### src/rtl/sdspi_pkg.sv
// ----------------------------------------------------------------------------
// SD SPI sequencer package
// Shared types, codes and command tables for the SPI-mode SD host sequencer.
// ----------------------------------------------------------------------------
package sdspi_pkg;

   localparam int MAX_BLOCK_BYTES_DEF = 4096;

   localparam int BLOCK_LENGTH_W = 13;
   localparam int INIT_DUMMY_W   = 8;
   localparam int CSR_DATA_W     = 13;

   localparam logic [BLOCK_LENGTH_W-1:0] BLOCK_LENGTH_RST = 13'd512;
   localparam logic [INIT_DUMMY_W-1:0]   INIT_DUMMY_RST   = 8'd76;

   // register indexes
   localparam logic CSR_BLOCK_LENGTH = 1'b0;
   localparam logic CSR_INIT_DUMMY   = 1'b1;

   // request function codes
   localparam logic [1:0] FUNC_INIT = 2'd0;
   localparam logic [1:0] FUNC_READ = 2'd1;
   localparam logic [1:0] FUNC_BYTE = 2'd2;

   // status codes
   localparam logic [1:0] STATUS_BUSY       = 2'd0;
   localparam logic [1:0] STATUS_READY      = 2'd1;
   localparam logic [1:0] STATUS_INIT_ERR   = 2'd2;
   localparam logic [1:0] STATUS_BLOCK_DONE = 2'd3;

   // command selects for the command table
   localparam logic [1:0] CMD_SEL_GO_IDLE = 2'd0;
   localparam logic [1:0] CMD_SEL_IF_COND = 2'd1;
   localparam logic [1:0] CMD_SEL_APP     = 2'd2;
   localparam logic [1:0] CMD_SEL_OP_COND = 2'd3;

   localparam logic [7:0] BYTE_IDLE     = 8'hFF;
   localparam logic [7:0] DATA_TOKEN    = 8'hFE;
   localparam logic [7:0] CMD17_OPCODE  = 8'h51;
   localparam logic [7:0] CMD17_CRC     = 8'h01;
   localparam logic [7:0] IF_COND_CHECK = 8'hAA;
   localparam logic [7:0] R1_IDLE       = 8'h01;
   localparam logic [7:0] R1_READY      = 8'h00;
   localparam logic [7:0] ECHO_VOLTAGE  = 8'h01;

   localparam int CMD_BYTES = 6;

   // position of captured response bytes in the command byte count
   localparam int RESP_SECOND_IDX = CMD_BYTES + 1;
   localparam int RESP_FIFTH_IDX  = CMD_BYTES + 4;
   localparam int RESP_SIXTH_IDX  = CMD_BYTES + 5;

   typedef struct packed {
      logic [1:0]  func;
      logic [31:0] block_address;
      logic [7:0]  rx_byte;
   } req_type;

   typedef struct packed {
      logic [7:0] tx_byte;
      logic       chip_select_active;
      logic       data_valid;
      logic [7:0] data_byte;
      logic       last_data;
      logic [1:0] status;
   } rsp_type;

   // command frames for CMD0, CMD8, CMD55 and CMD41
   function automatic logic [7:0] cmd_rom(input logic [1:0] sel, input logic [2:0] idx);
      logic [7:0] b;
      b = BYTE_IDLE;
      case (sel)
         CMD_SEL_GO_IDLE: begin
            case (idx)
               3'd0: b = 8'h40;
               3'd5: b = 8'h95;
               default: b = (idx < 3'd5) ? 8'h00 : BYTE_IDLE;
            endcase
         end
         CMD_SEL_IF_COND: begin
            case (idx)
               3'd0: b = 8'h48;
               3'd3: b = 8'h01;
               3'd4: b = 8'hAA;
               3'd5: b = 8'h87;
               default: b = (idx < 3'd5) ? 8'h00 : BYTE_IDLE;
            endcase
         end
         CMD_SEL_APP: begin
            case (idx)
               3'd0: b = 8'h77;
               3'd5: b = 8'h65;
               default: b = (idx < 3'd5) ? 8'h00 : BYTE_IDLE;
            endcase
         end
         default: begin
            case (idx)
               3'd0: b = 8'h69;
               3'd1: b = 8'h40;
               3'd5: b = 8'h77;
               default: b = (idx < 3'd5) ? 8'h00 : BYTE_IDLE;
            endcase
         end
      endcase
      return b;
   endfunction

   // index of the last response slot of each command
   function automatic logic [3:0] cmd_last_idx(input logic [1:0] sel);
      logic [3:0] n;
      case (sel)
         CMD_SEL_IF_COND: n = 4'd12;
         default:         n = 4'd8;
      endcase
      return n;
   endfunction

endpackage

### src/rtl/sdspi_if.sv
// ----------------------------------------------------------------------------
// SD SPI sequencer channels
// Valid/ready channels for request words and response words.
// ----------------------------------------------------------------------------
interface sdspi_req_if;
   logic        valid;
   logic        ready;
   logic [1:0]  func;
   logic [31:0] block_address;
   logic [7:0]  rx_byte;

   modport source (output valid, func, block_address, rx_byte, input ready);
   modport sink   (input valid, func, block_address, rx_byte, output ready);
endinterface

interface sdspi_rsp_if;
   logic       valid;
   logic       ready;
   logic [7:0] tx_byte;
   logic       chip_select_active;
   logic       data_valid;
   logic [7:0] data_byte;
   logic       last_data;
   logic [1:0] status;

   modport source (output valid, tx_byte, chip_select_active, data_valid, data_byte,
                   last_data, status, input ready);
   modport sink   (input valid, tx_byte, chip_select_active, data_valid, data_byte,
                   last_data, status, output ready);
endinterface

### src/rtl/sdspi_seq.sv
// ----------------------------------------------------------------------------
// SD SPI sequencer core
// Phase state machine: decides the next byte, select level and status per word.
// ----------------------------------------------------------------------------
module sdspi_seq
   import sdspi_pkg::*;
#(
   parameter int MAX_BLOCK_BYTES = MAX_BLOCK_BYTES_DEF
) (
   input  logic                      clock,
   input  logic                      reset,
   input  logic                      step,
   input  req_type                   req_word,
   input  logic [BLOCK_LENGTH_W-1:0] block_length,
   input  logic [INIT_DUMMY_W-1:0]   init_dummy_bytes,
   output logic                      has_result,
   output rsp_type                   rsp_word
);

   localparam int CNT_W = $clog2(MAX_BLOCK_BYTES + 1);
   localparam int CMP_W = (CNT_W > BLOCK_LENGTH_W) ? CNT_W : BLOCK_LENGTH_W;

   typedef enum logic [3:0] {
      PH_IDLE, PH_DUMMY, PH_CMD0, PH_CMD8, PH_CMD55, PH_CMD41, PH_CMD17, PH_TOKEN, PH_DATA
   } phase_type;

   phase_type        phase_ff, phase_in;
   logic [CNT_W-1:0] count_ff, count_in;
   logic [7:0]       resp_second_ff, resp_second_in;
   logic [7:0]       resp_fifth_ff, resp_fifth_in;
   logic [7:0]       resp_sixth_ff, resp_sixth_in;
   logic [31:0]      target_ff, target_in;

   logic [CNT_W-1:0] k1;
   logic [CNT_W-1:0] eff_len;
   logic [1:0]       cur_sel;
   logic             start;
   phase_type        start_phase;

   function automatic logic [1:0] sel_of(input phase_type p);
      logic [1:0] s;
      case (p)
         PH_CMD8:  s = CMD_SEL_IF_COND;
         PH_CMD55: s = CMD_SEL_APP;
         PH_CMD41: s = CMD_SEL_OP_COND;
         default:  s = CMD_SEL_GO_IDLE;
      endcase
      return s;
   endfunction

   assign k1      = count_ff + CNT_W'(1);
   assign cur_sel = sel_of(phase_ff);
   assign eff_len = (CMP_W'(block_length) > CMP_W'(MAX_BLOCK_BYTES)) ?
                    CNT_W'(MAX_BLOCK_BYTES) : CNT_W'(block_length);

   always_comb begin
      phase_in       = phase_ff;
      count_in       = count_ff;
      resp_second_in = resp_second_ff;
      resp_fifth_in  = resp_fifth_ff;
      resp_sixth_in  = resp_sixth_ff;
      target_in      = target_ff;
      start          = 1'b0;
      start_phase    = PH_CMD0;
      has_result     = 1'b1;
      rsp_word       = '{tx_byte: BYTE_IDLE, chip_select_active: 1'b0, data_valid: 1'b0,
                         data_byte: 8'h00, last_data: 1'b0, status: STATUS_BUSY};

      case (req_word.func)
         FUNC_INIT: begin
            if (init_dummy_bytes != '0) begin
               phase_in = PH_DUMMY;
               count_in = '0;
            end else begin
               start = 1'b1;
            end
         end
         FUNC_READ: begin
            target_in = req_word.block_address;
            phase_in  = PH_CMD17;
            count_in  = '0;
            rsp_word.tx_byte            = CMD17_OPCODE;
            rsp_word.chip_select_active = 1'b1;
         end
         FUNC_BYTE: begin
            case (phase_ff)
               PH_DUMMY: begin
                  if (k1 < CNT_W'(init_dummy_bytes)) begin
                     count_in = k1;
                  end else begin
                     start = 1'b1;
                  end
               end
               PH_CMD0, PH_CMD8, PH_CMD55, PH_CMD41: begin
                  // capture response slots; CMD55 answers are ignored
                  if (phase_ff != PH_CMD55) begin
                     if (count_ff == CNT_W'(RESP_SECOND_IDX)) resp_second_in = req_word.rx_byte;
                     if (count_ff == CNT_W'(RESP_FIFTH_IDX))  resp_fifth_in  = req_word.rx_byte;
                     if (count_ff == CNT_W'(RESP_SIXTH_IDX))  resp_sixth_in  = req_word.rx_byte;
                  end
                  if (count_ff < CNT_W'(cmd_last_idx(cur_sel))) begin
                     count_in = k1;
                     rsp_word.chip_select_active = 1'b1;
                     if (k1 < CNT_W'(CMD_BYTES)) begin
                        rsp_word.tx_byte = cmd_rom(cur_sel, k1[2:0]);
                     end
                  end else begin
                     case (phase_ff)
                        PH_CMD0: begin
                           start       = 1'b1;
                           start_phase = (resp_second_in == R1_IDLE) ? PH_CMD8 : PH_CMD0;
                        end
                        PH_CMD8: begin
                           if (resp_second_in != R1_IDLE || resp_fifth_in != ECHO_VOLTAGE ||
                               resp_sixth_in != IF_COND_CHECK) begin
                              phase_in        = PH_IDLE;
                              count_in        = '0;
                              rsp_word.status = STATUS_INIT_ERR;
                           end else begin
                              start       = 1'b1;
                              start_phase = PH_CMD55;
                           end
                        end
                        PH_CMD55: begin
                           start       = 1'b1;
                           start_phase = PH_CMD41;
                        end
                        default: begin
                           if (resp_second_in == R1_READY) begin
                              phase_in        = PH_IDLE;
                              count_in        = '0;
                              rsp_word.status = STATUS_READY;
                           end else begin
                              start       = 1'b1;
                              start_phase = PH_CMD55;
                           end
                        end
                     endcase
                  end
               end
               PH_CMD17: begin
                  rsp_word.chip_select_active = 1'b1;
                  if (k1 < CNT_W'(CMD_BYTES)) begin
                     count_in = k1;
                     case (k1[2:0])
                        3'd1:    rsp_word.tx_byte = target_ff[31:24];
                        3'd2:    rsp_word.tx_byte = target_ff[23:16];
                        3'd3:    rsp_word.tx_byte = target_ff[15:8];
                        3'd4:    rsp_word.tx_byte = target_ff[7:0];
                        default: rsp_word.tx_byte = CMD17_CRC;
                     endcase
                  end else begin
                     phase_in = PH_TOKEN;
                     count_in = '0;
                  end
               end
               PH_TOKEN: begin
                  rsp_word.chip_select_active = 1'b1;
                  if (req_word.rx_byte == DATA_TOKEN) begin
                     count_in = '0;
                     if (eff_len == '0) begin
                        phase_in                    = PH_IDLE;
                        rsp_word.chip_select_active = 1'b0;
                        rsp_word.status             = STATUS_BLOCK_DONE;
                     end else begin
                        phase_in = PH_DATA;
                     end
                  end
               end
               PH_DATA: begin
                  rsp_word.data_valid = 1'b1;
                  rsp_word.data_byte  = req_word.rx_byte;
                  if (k1 >= eff_len) begin
                     phase_in           = PH_IDLE;
                     count_in           = '0;
                     rsp_word.last_data = 1'b1;
                     rsp_word.status    = STATUS_BLOCK_DONE;
                  end else begin
                     count_in                    = k1;
                     rsp_word.chip_select_active = 1'b1;
                  end
               end
               default: begin
                  phase_in = PH_IDLE;
                  count_in = '0;
               end
            endcase
         end
         default: begin
            // unused function: no response, state untouched
            has_result = 1'b0;
         end
      endcase

      if (start) begin
         phase_in                    = start_phase;
         count_in                    = '0;
         rsp_word.tx_byte            = cmd_rom(sel_of(start_phase), 3'd0);
         rsp_word.chip_select_active = 1'b1;
      end
   end

   always_ff @(posedge clock) begin
      if (reset) begin
         phase_ff       <= PH_IDLE;
         count_ff       <= '0;
         resp_second_ff <= BYTE_IDLE;
         resp_fifth_ff  <= BYTE_IDLE;
         resp_sixth_ff  <= BYTE_IDLE;
         target_ff      <= '0;
      end else if (step) begin
         phase_ff       <= phase_in;
         count_ff       <= count_in;
         resp_second_ff <= resp_second_in;
         resp_fifth_ff  <= resp_fifth_in;
         resp_sixth_ff  <= resp_sixth_in;
         target_ff      <= target_in;
      end
   end

endmodule

### src/rtl/sd_spi_init_and_block_read.sv
// ----------------------------------------------------------------------------
// SD card SPI-mode init and single-block read sequencer
// Byte-driven host sequencer with request/response channels and a CSR port.
// ----------------------------------------------------------------------------
// Each request word is one step: start init, start a block read, or the byte
// received from the card in the last exchange. Each step except the unused
// function code yields one response word with the next byte to send, the
// select level, any captured data byte and a status code. Words pass through
// a request register and then a response register before a response is
// offered, and one request is taken every cycle while the response side
// keeps up; a stall on the response side holds both registers. Write
// block_length and init_dummy_bytes only while no step is in flight. There
// are no timeouts: the card polling loops run until it answers.
// ----------------------------------------------------------------------------
module sd_spi_init_and_block_read
   import sdspi_pkg::*;
#(
   parameter int MAX_BLOCK_BYTES = MAX_BLOCK_BYTES_DEF
) (
   input  logic                  clock,
   input  logic                  reset,
   sdspi_req_if.sink             req,
   sdspi_rsp_if.source           rsp,
   input  logic                  csr_we,
   input  logic                  csr_index,
   input  logic [CSR_DATA_W-1:0] csr_wdata
);

   logic                      req_valid_ff;
   req_type                   req_word_ff;
   logic                      rsp_valid_ff;
   rsp_type                   rsp_word_ff;
   logic [BLOCK_LENGTH_W-1:0] block_length_ff;
   logic [INIT_DUMMY_W-1:0]   init_dummy_ff;

   logic    advance;
   logic    has_result;
   rsp_type rsp_word_in;

   // advance the held word when the response register is free or draining
   assign advance   = req_valid_ff && (!rsp_valid_ff || rsp.ready);
   assign req.ready = !req_valid_ff || advance;

   sdspi_seq #(
      .MAX_BLOCK_BYTES (MAX_BLOCK_BYTES)
   ) u_seq (
      .clock            (clock),
      .reset            (reset),
      .step             (advance),
      .req_word         (req_word_ff),
      .block_length     (block_length_ff),
      .init_dummy_bytes (init_dummy_ff),
      .has_result       (has_result),
      .rsp_word         (rsp_word_in)
   );

   always_ff @(posedge clock) begin
      if (reset) begin
         req_valid_ff    <= 1'b0;
         rsp_valid_ff    <= 1'b0;
         block_length_ff <= BLOCK_LENGTH_RST;
         init_dummy_ff   <= INIT_DUMMY_RST;
      end else begin
         if (req.ready) begin
            req_valid_ff <= req.valid;
         end
         if (advance) begin
            rsp_valid_ff <= has_result;
         end else if (rsp.ready) begin
            rsp_valid_ff <= 1'b0;
         end
         if (csr_we) begin
            case (csr_index)
               CSR_BLOCK_LENGTH: block_length_ff <= csr_wdata[BLOCK_LENGTH_W-1:0];
               CSR_INIT_DUMMY:   init_dummy_ff   <= csr_wdata[INIT_DUMMY_W-1:0];
               default:          ;
            endcase
         end
      end
   end

   always_ff @(posedge clock) begin
      if (req.valid && req.ready) begin
         req_word_ff <= '{func: req.func, block_address: req.block_address,
                          rx_byte: req.rx_byte};
      end
      if (advance) begin
         rsp_word_ff <= rsp_word_in;
      end
   end

   assign rsp.valid              = rsp_valid_ff;
   assign rsp.tx_byte            = rsp_word_ff.tx_byte;
   assign rsp.chip_select_active = rsp_word_ff.chip_select_active;
   assign rsp.data_valid         = rsp_word_ff.data_valid;
   assign rsp.data_byte          = rsp_word_ff.data_byte;
   assign rsp.last_data          = rsp_word_ff.last_data;
   assign rsp.status             = rsp_word_ff.status;

endmodule

### src/flat_wrapper.sv
// flat-port wrapper written by rule: the top's interface ports become plain ports
module sd_spi_init_and_block_read_flat import sdspi_pkg::*;
#(
   parameter int MAX_BLOCK_BYTES = MAX_BLOCK_BYTES_DEF
)
  (clock, reset, csr_we, csr_index, csr_wdata, req_valid, req_func, req_block_address, req_rx_byte, req_ready, rsp_valid, rsp_tx_byte, rsp_chip_select_active, rsp_data_valid, rsp_data_byte, rsp_last_data, rsp_status, rsp_ready);
  sdspi_req_if req_i ();
  sdspi_rsp_if rsp_i ();
  input  logic clock;
  input  logic reset;
  input  logic csr_we;
  input  logic csr_index;
  input  logic [CSR_DATA_W-1:0] csr_wdata;
  input wire logic [$bits(req_i.valid)-1:0] req_valid;
  input wire logic [$bits(req_i.func)-1:0] req_func;
  input wire logic [$bits(req_i.block_address)-1:0] req_block_address;
  input wire logic [$bits(req_i.rx_byte)-1:0] req_rx_byte;
  output wire logic [$bits(req_i.ready)-1:0] req_ready;
  output wire logic [$bits(rsp_i.valid)-1:0] rsp_valid;
  output wire logic [$bits(rsp_i.tx_byte)-1:0] rsp_tx_byte;
  output wire logic [$bits(rsp_i.chip_select_active)-1:0] rsp_chip_select_active;
  output wire logic [$bits(rsp_i.data_valid)-1:0] rsp_data_valid;
  output wire logic [$bits(rsp_i.data_byte)-1:0] rsp_data_byte;
  output wire logic [$bits(rsp_i.last_data)-1:0] rsp_last_data;
  output wire logic [$bits(rsp_i.status)-1:0] rsp_status;
  input wire logic [$bits(rsp_i.ready)-1:0] rsp_ready;
  assign req_i.valid = req_valid;
  assign req_i.func = req_func;
  assign req_i.block_address = req_block_address;
  assign req_i.rx_byte = req_rx_byte;
  assign req_ready = req_i.ready;
  assign rsp_valid = rsp_i.valid;
  assign rsp_tx_byte = rsp_i.tx_byte;
  assign rsp_chip_select_active = rsp_i.chip_select_active;
  assign rsp_data_valid = rsp_i.data_valid;
  assign rsp_data_byte = rsp_i.data_byte;
  assign rsp_last_data = rsp_i.last_data;
  assign rsp_status = rsp_i.status;
  assign rsp_i.ready = rsp_ready;
  sd_spi_init_and_block_read #(.MAX_BLOCK_BYTES(MAX_BLOCK_BYTES)) u_core (.clock(clock), .reset(reset), .req(req_i), .rsp(rsp_i), .csr_we(csr_we), .csr_index(csr_index), .csr_wdata(csr_wdata));
endmodule
### config.mk
export PLATFORM = sky130hd
export DESIGN_NAME = sd_spi_init_and_block_read_flat
export DESIGN_NICKNAME = d
export VERILOG_FILES = /design/src/rtl/sdspi_pkg.sv /design/src/rtl/sdspi_if.sv /design/src/rtl/sdspi_seq.sv /design/src/rtl/sd_spi_init_and_block_read.sv /design/src/flat_wrapper.sv
export SDC_FILE = /design/constraint.sdc
export NUM_CORES = 1
export LEC_CHECK = 0
export BUFFER_PORTS_ARGS = -buffer_cell sky130_fd_sc_hd__buf_2
export CORE_ASPECT_RATIO = 1.25
export CORE_MARGIN = 4
export CORE_UTILIZATION = 60
export CTS_CLUSTER_SIZE = 10
export DETAILED_ROUTE_END_ITERATION = 6
export GPL_ROUTABILITY_DRIVEN = 0
export PLACE_DENSITY_LB_ADDON = 0.08
export SYNTH_ARGS = -nofsm -noshare
export SYNTH_HDL_FRONTEND = slang
export SYNTH_SLANG_ARGS = --single-unit
### constraint.sdc
create_clock -name clock -period 6.7 [get_ports clock]
set_clock_uncertainty 0.15 [all_clocks]
set_input_delay 0.335 -clock clock [delete_from_list [all_inputs] [get_ports clock]]
set_output_delay 0.335 -clock clock [all_outputs]
set_load 0.005 [all_outputs]
# Word level (Yosys, flattened, before mapping)
# Index checks and enable logic that the tools add are counted.
classes:
  n_addsub: 1
  n_lt_le_gt_ge: 6
  n_eq_ne: 44
  muxes: 88
  n_bitwise: 1
  reduce_logical: 27
op_table:
  columns: ["cell", "count"]
  rows:
  - ["13-bit 2-to-1 mux", 10]
  - ["8-bit 2-to-1 mux", 15]
  - ["13-bit case mux with 5 select lines", 1]
  - ["8-bit case mux with 4 select lines", 2]
  - ["4-bit 2-to-1 mux", 14]
  - ["8-bit case mux with 2 select lines", 3]
  - ["8-bit case mux with 3 select lines", 2]
  - ["13-bit case mux with 3 select lines", 1]
  - ["13-bit by 4-bit equality test with 1-bit output, second input constant", 2]
  - ["13-bit case mux with 2 select lines", 1]
  - ["4-bit by 3-bit equality test with 1-bit output, second input constant", 6]
  - ["4-bit inequality test, second input constant", 6]
  - ["4-bit case mux with 3 select lines", 2]
  - ["4-bit case mux with 5 select lines", 1]
  - ["9-bit 2-to-1 mux", 2]
  - ["2-bit case mux with 3 select lines", 3]
  - ["6-bit case mux with 3 select lines", 1]
  - ["9-bit case mux with 2 select lines", 1]
  - ["8-bit by 1-bit inequality test with 1-bit output, second input constant", 2]
  - ["5-bit inequality test, second input constant", 3]
  - ["13-bit by 1-bit adder with 13-bit output, second input constant", 1]
  - ["13-bit by 3-bit equality test with 1-bit output, second input constant", 1]
  - ["13-bit >= comparator", 1]
  - ["13-bit greater-than comparator, second input constant", 1]
  - ["44 further kinds", 85]
totals:
  register_bits: 159
  input_bits: 61
  word_cells: 186

# Longest topological paths before layout
# Gate-level depths: netlist (run 1).
depth:
  ltp_word: 19
  depth_mapped: 16

# By module
# A second synthesis (run 1) with hierarchy kept.
unflattened:
  cells_unflattened: 861
  hier_area_um2: 8206.6
by_module_without_submodules:
  columns: ["module", "n_inst", "cells_each", "area_each_um2", "seq_area_each_um2"]
  rows:
  - ["sdspi_seq", 1, 701, 5320.1, 1461.4]
  - ["sd_spi_init_and_block_read", 1, 160, 2886.5, 2352.3]

# Worst setup path before layout (run 1)
# OpenSTA, ideal clock, no wires.
synth_timing:
  path_kind: "flip-flop to flip-flop"
  from: "register u_core.u_seq.count_ff[1]"
  to: "register u_core.rsp_word_ff (netlist bit u_core.rsp.tx_byte[0]) (data pin)"
  setup_time_ns: 0.281
  arrival_time_ns: 3.675
  t_required_ns: 6.269
  slack_ns: 2.595
  path_stages_with_launch: 14
  n_path_buf: 2
  path_cell_list: "dfxtp_1 > ha_1 > clkbuf_1 > xnor2_1 > clkinv_1 > clkbuf_1 > ha_1 > o21ai_0 > a2111oi_0 > a2111oi_0 > a2111o_1 > a31o_2 > nor2_1 > o21ai_0"
synth_rtl:
  columns: ["item", "line", "rtl"]
  rows:
  - ["start: declaration", "sdspi_seq.sv:28", "logic [CNT_W-1:0] count_ff, count_in;"]
  - ["start signal: assignment", "sdspi_seq.sv:213", "count_ff <= count_in;"]
  - ["end signal: assignment", "sd_spi_init_and_block_read.sv:88", "rsp_word_ff <= rsp_word_in;"]
  - ["end: declaration", "sd_spi_init_and_block_read.sv:32", "rsp_type rsp_word_ff;"]

==> run_results.csv, run 1 <==
group,metric,value,unit
setup_path,required,6.70,ns
setup_path,crit_arrival,4.99,ns
placed_design,dpl_worst_slack,1.83,ns
clock_tree,cts_tree,"done",
sta,hold_violations,0,
floorplanning,io_pins,84,
route,drc_errors,0,
clock_tree,worstSkewPairLatency,0.43,ns
run,max_cap_violations,0,
finish,stdcell_count,1171,
clock_tree,clockBufferDepth,2,
setup_path,crit_family,"compound AO/OA/AOI/OAI gates",
route,antenna_left,0,
power_and_ir_drop,p_per_area,237,nW/µm²
sta,fmax,200,MHz
setup_path,path_cells,"ha_1 > xnor2_1 > clkinv_1 > ha_1 > o21ai_0 > a2111oi_0 > a2111oi_0 > a2111o_1 > a31o_2 > nor2_1 > o21ai_0",
finish,final_nets,1081,
global_routing,grt_pass1_vias,6696,
setup_path,crit_type,"reg -> reg",
power_and_ir_drop,p_sw_frac,0.260,
logic_synthesis,synth-async-reset-ratio,0,
floorplanning,dieWidth,111,µm
floorplanning,rows,46,
setup_path,cp_num_cells,11,
route,first_pass_iters,6,
worst_hold_path,min_path_type,"in -> reg",
worst_hold_path,whs_endpoint,"u_core.init_dummy_ff[1]$_SDFFE_PP0P_",
logic_synthesis,ys.flop_type,"dfxtp_1",
route,vias,7083,
power_and_ir_drop,intPower,1.66,mW
global_routing,grt_max_degree,99,
placed_design,place_inst,1090,
power_and_ir_drop,ir_worst_vdd,0.177,mV
logic_synthesis,synthesis.nets,980,
logic_synthesis,ys_ff_latch,159,
sta,setup_viol,0,
floorplanning,die_area,15100,µm²
setup_path,critPathBufInv,1,
setup_path,ff2ff_setup_slack,1.71,ns
logic_synthesis,synth_area,7910,µm²
global_routing,track_usage,0.267,
floorplanning,die-height,136,µm
clock_tree,htreeDepth,4,
sta,min_period,4.99,ns
power_and_ir_drop,p_clk_frac,0.453,
finish,drive_gt1_frac,0.136,
clock_tree,cts_buffers,17,
sta,fin_ws,1.71,ns
worst_hold_path,hold_depth,3,
logic_synthesis,avgSynthCellArea,8.89,µm²
run_status,status,"finished, final reports clean",
finish,fillers,963,
sta,holdWs,0.00108,ns
clock_tree,clockRootBuffer,"clkbuf_16",
sta,rsz0062_at_grt,"false",
placed_design,port_buffers,83,
logic_synthesis,synth_edf_count,63,
logic_synthesis,ys_warn_count,0,
finish,syn2layout_area_growth,19.8,%
power_and_ir_drop,switchingPower,583,µW
finish,mostFrequentLayoutCell,"nand2_1",
sta,worstMarginPinSlew,1.08,ns
logic_synthesis,synth_cell_type_count,67,
finish,final_cell_mix,"nand2_1, dfxtp_1, a21oi_1, buf_2, edfxtp_1",
logic_synthesis,synth_cells,889,
clock_tree,clkTransAtPathRegs,0.07,ns
route,drt_iter0_markers,513,
power_and_ir_drop,pwr-share-comb,0.072,
route,routedWlPerCell,17.5,µm
sta,tns,0,ns
setup_path,r2r_cells,11,
global_routing,overflow,0,
floorplanning,core,12800,µm²
logic_synthesis,seq_area_frac_synth,0.482,
global_routing,antenna_found_initial,0,
sta,slew_headroom,0.278,
setup_path,reg2reg_to,"u_core.rsp.tx_byte[0]$_DFFE_PP_",
setup_path,cpMaxStageDelayCell,"clkinv_1",
sta,finalMaxSlewViolations,0,
worst_hold_path,min_from,"csr_wdata[1]",
clock_tree,cts.sinks,159,
power_and_ir_drop,power_frac_seq,0.475,
power_and_ir_drop,p_leak,3.71,nW
setup_path,crit_fanout,20,
setup_path,crit_path_max_incr_delay,0.65,ns
placed_design,dp_hpwl,13600,µm
clock_tree,post_cts_buffers,0,
setup_path,cp-end-kind,"flip-flop",
finish,insertedDiodeCount,0,
route,wl,20500,µm
floorplanning,start_util,0.619,
setup_path,start_kind,"flip-flop",
setup_path,r2r-start,"u_core.u_seq.count_ff[0]$_SDFFE_PP0P_",
route,post_drt_via_cell_ratio,6.05,
sta,fin_crit_sh,0.745,
global_routing,grt_pass1_wl,32600,µm
state kept, by name (all words and copies together), names as in the netlist:
name	count
u_core.u_seq.resp_fifth_ff	8
u_core.init_dummy_ff	8
u_core.u_seq.resp_second_ff	8
u_core.rsp.last_data	1
u_core.rsp.valid	1
u_core.u_seq.count_ff	13
u_core.rsp.chip_select_active	1
u_core.rsp.data_byte	8
u_core.u_seq.target_ff	32
u_core.rsp.tx_byte	8
u_core.rsp.data_valid	1
u_core.u_seq.phase_ff	4
u_core.req_valid_ff	1
u_core.block_length_ff	13
u_core.req_word_ff	42
u_core.u_seq.resp_sixth_ff	8
u_core.rsp.status	2
timing repair:
item | in CTS | in global routing
resized for setup | 0 | 0
endpoints found under the hold margin | 49 | 0
hold buffers | 49 | 0
worst max-delay path by stage:
stage	startpoint	endpoint	slack, ns
floorplan	u_core.u_seq.count_ff[1]$_SDFFE_PP0P_	u_core.rsp.tx_byte[0]$_DFFE_PP_	2.59
global placement	u_core.u_seq.count_ff[0]$_SDFFE_PP0P_	u_core.rsp.tx_byte[5]$_DFFE_PP_	2.02
detailed placement	u_core.u_seq.count_ff[0]$_SDFFE_PP0P_	u_core.rsp.tx_byte[0]$_DFFE_PP_	1.83
CTS	u_core.u_seq.count_ff[0]$_SDFFE_PP0P_	u_core.rsp.tx_byte[0]$_DFFE_PP_	1.82
global route	u_core.u_seq.count_ff[0]$_SDFFE_PP0P_	u_core.rsp.tx_byte[0]$_DFFE_PP_	1.23
finish	u_core.u_seq.count_ff[0]$_SDFFE_PP0P_	u_core.rsp.tx_byte[0]$_DFFE_PP_	1.71
per-layer routing:
layer  wire [µm]  vias to the layer above  global-route usage
met4         546                        0               0.103
met5           0                        -                   0
met2       10000                      323               0.456
li1            -                     3388                   -
met3        1390                       48              0.0441
met1        8480                     3324               0.340
metrics by stage:
| step | area [µm²] | power (mW) | utilization |
|---|---|---|---|
| after detailed placement | 8360 | 1.22 | 0.654 |
| after CTS | 9480 | 2.24 | 0.742 |
| after floorplan | 7910 | 1.16 | - |
| after global placement | 8360 | 1.22 | 0.654 |
| final | 9480 | 2.24 | 0.742 |
| after global routing | 9480 | 2.30 | 0.742 |
cell usage after synthesis (4+ instances only):
library cell,instances,area share
a211oi_1,5,0.0047
clkbuf_1,48,0.023
nor4bb_1,4,0.0051
nor4_1,11,0.0087
a222oi_1,8,0.010
o21ai_0,26,0.016
or3_1,5,0.0040
a21oi_1,95,0.060
nor3b_1,4,0.0038
nor3_1,10,0.0063
and2_1,5,0.0040
xnor2_1,5,0.0055
or2_2,4,0.0032
nand2_1,216,0.10
edfxtp_1,63,0.24
and4_1,4,0.0044
ha_1,30,0.047
nor2b_1,9,0.0071
nor2_1,32,0.015
nand3b_1,33,0.031
nand3_1,24,0.015
and3_1,16,0.013
o22ai_1,6,0.0047
nand2b_1,12,0.0095
a31oi_1,10,0.0079
xor2_1,5,0.0055
inv_1,21,0.010
nand4_1,7,0.0055
dfxtp_1,96,0.24
o211ai_1,10,0.0095
layout make-up:
class	count	area, µm²	share of cell area
multi-input combinational	655	3810	0.402
clock inverter	15	205	0.0217
inverter	22	82.6	0.00871
timing repair buffer	135	928	0.0980
sequential	159	3810	0.402
tap	168	210	0.0222
clock buffer	17	425	0.0449
power groups by stage:
stage	clock [mW]	combinational (mW)	sequential [mW]
6_report	1.02	0.162	1.06
5_1_grt	1.06	0.178	1.07
4_1_cts	1.02	0.158	1.06
3_5_place_dp	0	0.135	1.09
3_3_place_gp	0	0.130	1.08
2_1_floorplan	0	0.0892	1.08
worst register-to-register path: stages, from the launching register on:
cell and delay (ns):
dfxtp_1 0.58, ha_1 0.50, xnor2_1 0.35, clkinv_1 0.65, ha_1 0.50, o21ai_0 0.07
a2111oi_0 0.37, a2111oi_0 0.17, a2111o_1 0.50, a31o_2 0.30, nor2_1 0.40, o21ai_0 0.17
cells by family (layout without fill, tap and decap cells):
family                   count (synthesis)  after routing  share of synthesized area
AND/OR/NAND/NOR                        415            415                      0.261
AO/OA/AOI/OAI                          194            194                      0.153
flip-flops                             159            159                      0.482
buffers and inverters                   75            189                     0.0365
adder cells (fa/ha/maj)                 30             30                     0.0475
XOR/XNOR                                10             10                     0.0111
multiplexers                             6              6                    0.00807
Note: power is estimated with default switching activity, not from simulation.
==> inputs of run 2 (changes only) <==
--- a/config.mk
+++ b/config.mk
@@ -8,7 +8,7 @@
 export BUFFER_PORTS_ARGS = -buffer_cell sky130_fd_sc_hd__buf_2
 export CORE_ASPECT_RATIO = 1.25
 export CORE_MARGIN = 4
-export CORE_UTILIZATION = 60
+export CORE_UTILIZATION = 59
 export CTS_CLUSTER_SIZE = 10
 export DETAILED_ROUTE_END_ITERATION = 6
 export GPL_ROUTABILITY_DRIVEN = 0
==> constraint.sdc (replaced) <==
create_clock -name clock -period 4.77 [get_ports clock]
set_clock_uncertainty 0.15 [all_clocks]
set_input_delay 0.2385 -clock clock [delete_from_list [all_inputs] [get_ports clock]]
set_output_delay 0.2385 -clock clock [all_outputs]
set_load 0.005 [all_outputs]
==> run 2 against run 1 <==
Net effect:
- via count hardly changed
- final cell count is 1.1% higher
- critical path depth is 1 higher
- maximum frequency is 13% higher
- register-to-register slack worse by 1.4 ns
- worst setup slack worse by 1.4 ns
- cell area is 1.0% higher
- routed wire length is 2.5% higher
- clock power is 41% higher
- global-route usage is 0.85 points higher
==> run_results.csv, run 2 (synthesized netlist as in run 1, its figures left out) <==
group,metric,value,unit
run_status,status,"finished, final reports clean",
route,drc_errors,0,
setup_path,reg2reg_to,"u_core.rsp.tx_byte[6]$_SDFFCE_PP1P_",
setup_path,required,4.80,ns
setup_path,start_kind,"flip-flop",
clock_tree,clkTransAtPathRegs,0.07,ns
finish,final_nets,1091,
placed_design,place_inst,1095,
floorplanning,io_pins,84,
global_routing,grt_pass1_vias,6871,
global_routing,grt_max_degree,57,
floorplanning,rows,47,
clock_tree,worstSkewPairLatency,0.43,ns
sta,hold_violations,0,
route,post_drt_via_cell_ratio,5.98,
setup_path,ff2ff_setup_slack,0.34,ns
floorplanning,die_area,15300,µm²
sta,setup_viol,0,
sta,finalMaxSlewViolations,0,
route,wl,21000,µm
finish,final_cell_mix,"nand2_1, dfxtp_1, a21oi_1, buf_2, edfxtp_1",
worst_hold_path,min_from,"rsp_ready",
placed_design,port_buffers,83,
clock_tree,clockRootBuffer,"clkbuf_16",
setup_path,crit_type,"reg -> reg",
worst_hold_path,min_path_type,"in -> reg",
finish,fillers,974,
clock_tree,cts_tree,"done",
setup_path,r2r_cells,12,
finish,largest-register,"u_core.req_word_ff",
finish,mostFrequentLayoutCell,"nand2_1",
clock_tree,clockBufferDepth,2,
global_routing,track_usage,0.275,
setup_path,cp-end-kind,"flip-flop",
setup_path,crit_fanout,13,
finish,syn2layout_area_growth,21.0,%
route,vias,7086,
global_routing,antenna_found_initial,0,
clock_tree,post_cts_buffers,0,
power_and_ir_drop,ir_worst_vdd,0.275,mV
setup_path,startpoint,"u_core.u_seq.count_ff[0]$_SDFFE_PP0P_",
sta,rsz0062_at_grt,"false",
worst_hold_path,hold_depth,3,
clock_tree,cts_buffers,17,
worst_hold_path,whs_endpoint,"u_core.rsp.valid$_SDFFE_PP0P_",
setup_path,r2r-start,"u_core.u_seq.count_ff[0]$_SDFFE_PP0P_",
floorplanning,start_util,0.600,
finish,stdcell_count,1184,
power_and_ir_drop,p_per_area,331,nW/µm²
sta,worstMarginPinSlew,1.03,ns
global_routing,grt_pass1_wl,33900,µm
sta,fin_crit_sh,0.928,
clock_tree,cts.sinks,159,
global_routing,overflow,0,
run,max_cap_violations,0,
sta,slew_headroom,0.312,
finish,insertedDiodeCount,0,
finish,drive_gt1_frac,0.137,
power_and_ir_drop,p_leak,3.74,nW
clock_tree,htreeDepth,4,
route,routedWlPerCell,17.7,µm
sta,min_period,4.43,ns
route,drt_iter0_markers,623,
floorplanning,dieWidth,112,µm
route,antenna_left,0,
sta,tns,0,ns
setup_path,crit_arrival,4.46,ns
finish,reg_top3,"u_core.req_word_ff: 42 flops, u_core.u_seq.target_ff: 32 flops",
floorplanning,core,13200,µm²
sta,fmax,226,MHz
placed_design,dp_hpwl,13800,µm
floorplanning,die-height,137,µm
power_and_ir_drop,finalPower,3.17,mW
finish,largest_register_ffs,42,
route,first_pass_iters,6,
==> run 2: cell types whose count changed in the layout (fill, tap and decap cells not counted), moves of 2 or more <==
cell           before  now
buf_4               3    5
dlygate4sd3_1      49   57
inv_6               1    3
inv_8               6    4
==> run 2: where the power goes <==
group	total [mW]	internal [mW]	switching [mW]
Combinational	0.234	0.106	0.128
Sequential	1.50	1.46	0.0349
Clock	1.44	0.802	0.634
Total	3.17	2.37	0.796
==> run 2: per-layer routing <==
| metal | wire [µm] | global-route usage |
|---|---|---|
| met1 | 8610 | 0.344 |
| met2 | 10200 | 0.466 |
| met5 | 0 | 0 |
| met3 | 1410 | 0.0527 |
| met4 | 733 | 0.123 |
==> run 2: critical path: stages, from the launching register on <==
cell and delay [ns]:
dfxtp_1 0.60, ha_2 0.43, nand2_1 0.17, nor2_1 0.27
xor2_1 0.33, ha_1 0.29, nand2_1 0.10, nor2_1 0.06
a2111oi_0 0.64, a2111o_1 0.40, and4_1 0.30, nor2_2 0.11
a311o_1 0.32
==> run 2: area by class of cell <==
| type | count | area, µm² | area share |
|---|---|---|---|
| clock buffer | 17 | 425 | 0.0444 |
| clock inverter | 15 | 200 | 0.0209 |
| inverter | 22 | 82.6 | 0.00863 |
| multi-input combinational | 655 | 3810 | 0.398 |
| sequential | 159 | 3810 | 0.398 |
| tap | 171 | 214 | 0.0224 |
| timing repair buffer | 145 | 1020 | 0.107 |
==> run 2: metrics by stage <==
| step | worst slack, ns | utilization | hold slack (ns) | area [µm²] |
|---|---|---|---|---|
| finish | 0.344 | 0.727 | 0.0310 | 9570 |
| CTS | 0.226 | 0.726 | 0.00264 | 9570 |
| global route | 0.0905 | 0.727 | 0.0546 | 9570 |
| detailed placement | 0.355 | 0.635 | 0.267 | 8370 |
| global placement | 0.487 | 0.635 | 0.265 | 8370 |
| floorplan | 0.665 | - | 0.187 | 7910 |
==> run 2: worst max path at each step <==
stage / end / slack, ns / cells after the start
floorplan: u_core.rsp.tx_byte[0]$_DFFE_PP_ / 0.66 / 13
global placement: u_core.rsp.tx_byte[5]$_DFFE_PP_ / 0.49 / 12
detailed placement: u_core.rsp.tx_byte[5]$_DFFE_PP_ / 0.36 / 12
CTS: u_core.rsp.tx_byte[5]$_DFFE_PP_ / 0.23 / 12
global route: u_core.rsp.tx_byte[0]$_DFFE_PP_ / 0.09 / 13
finish: u_core.rsp.tx_byte[6]$_SDFFCE_PP1P_ / 0.34 / 12
==> run 2: repair_timing <==
item / in CTS / in global routing
gates resized for setup: 0 / 3
hold endpoints to repair: 64 / 0
endpoints found under the setup margin: 0 / 19
hold buffers: 57 / 0
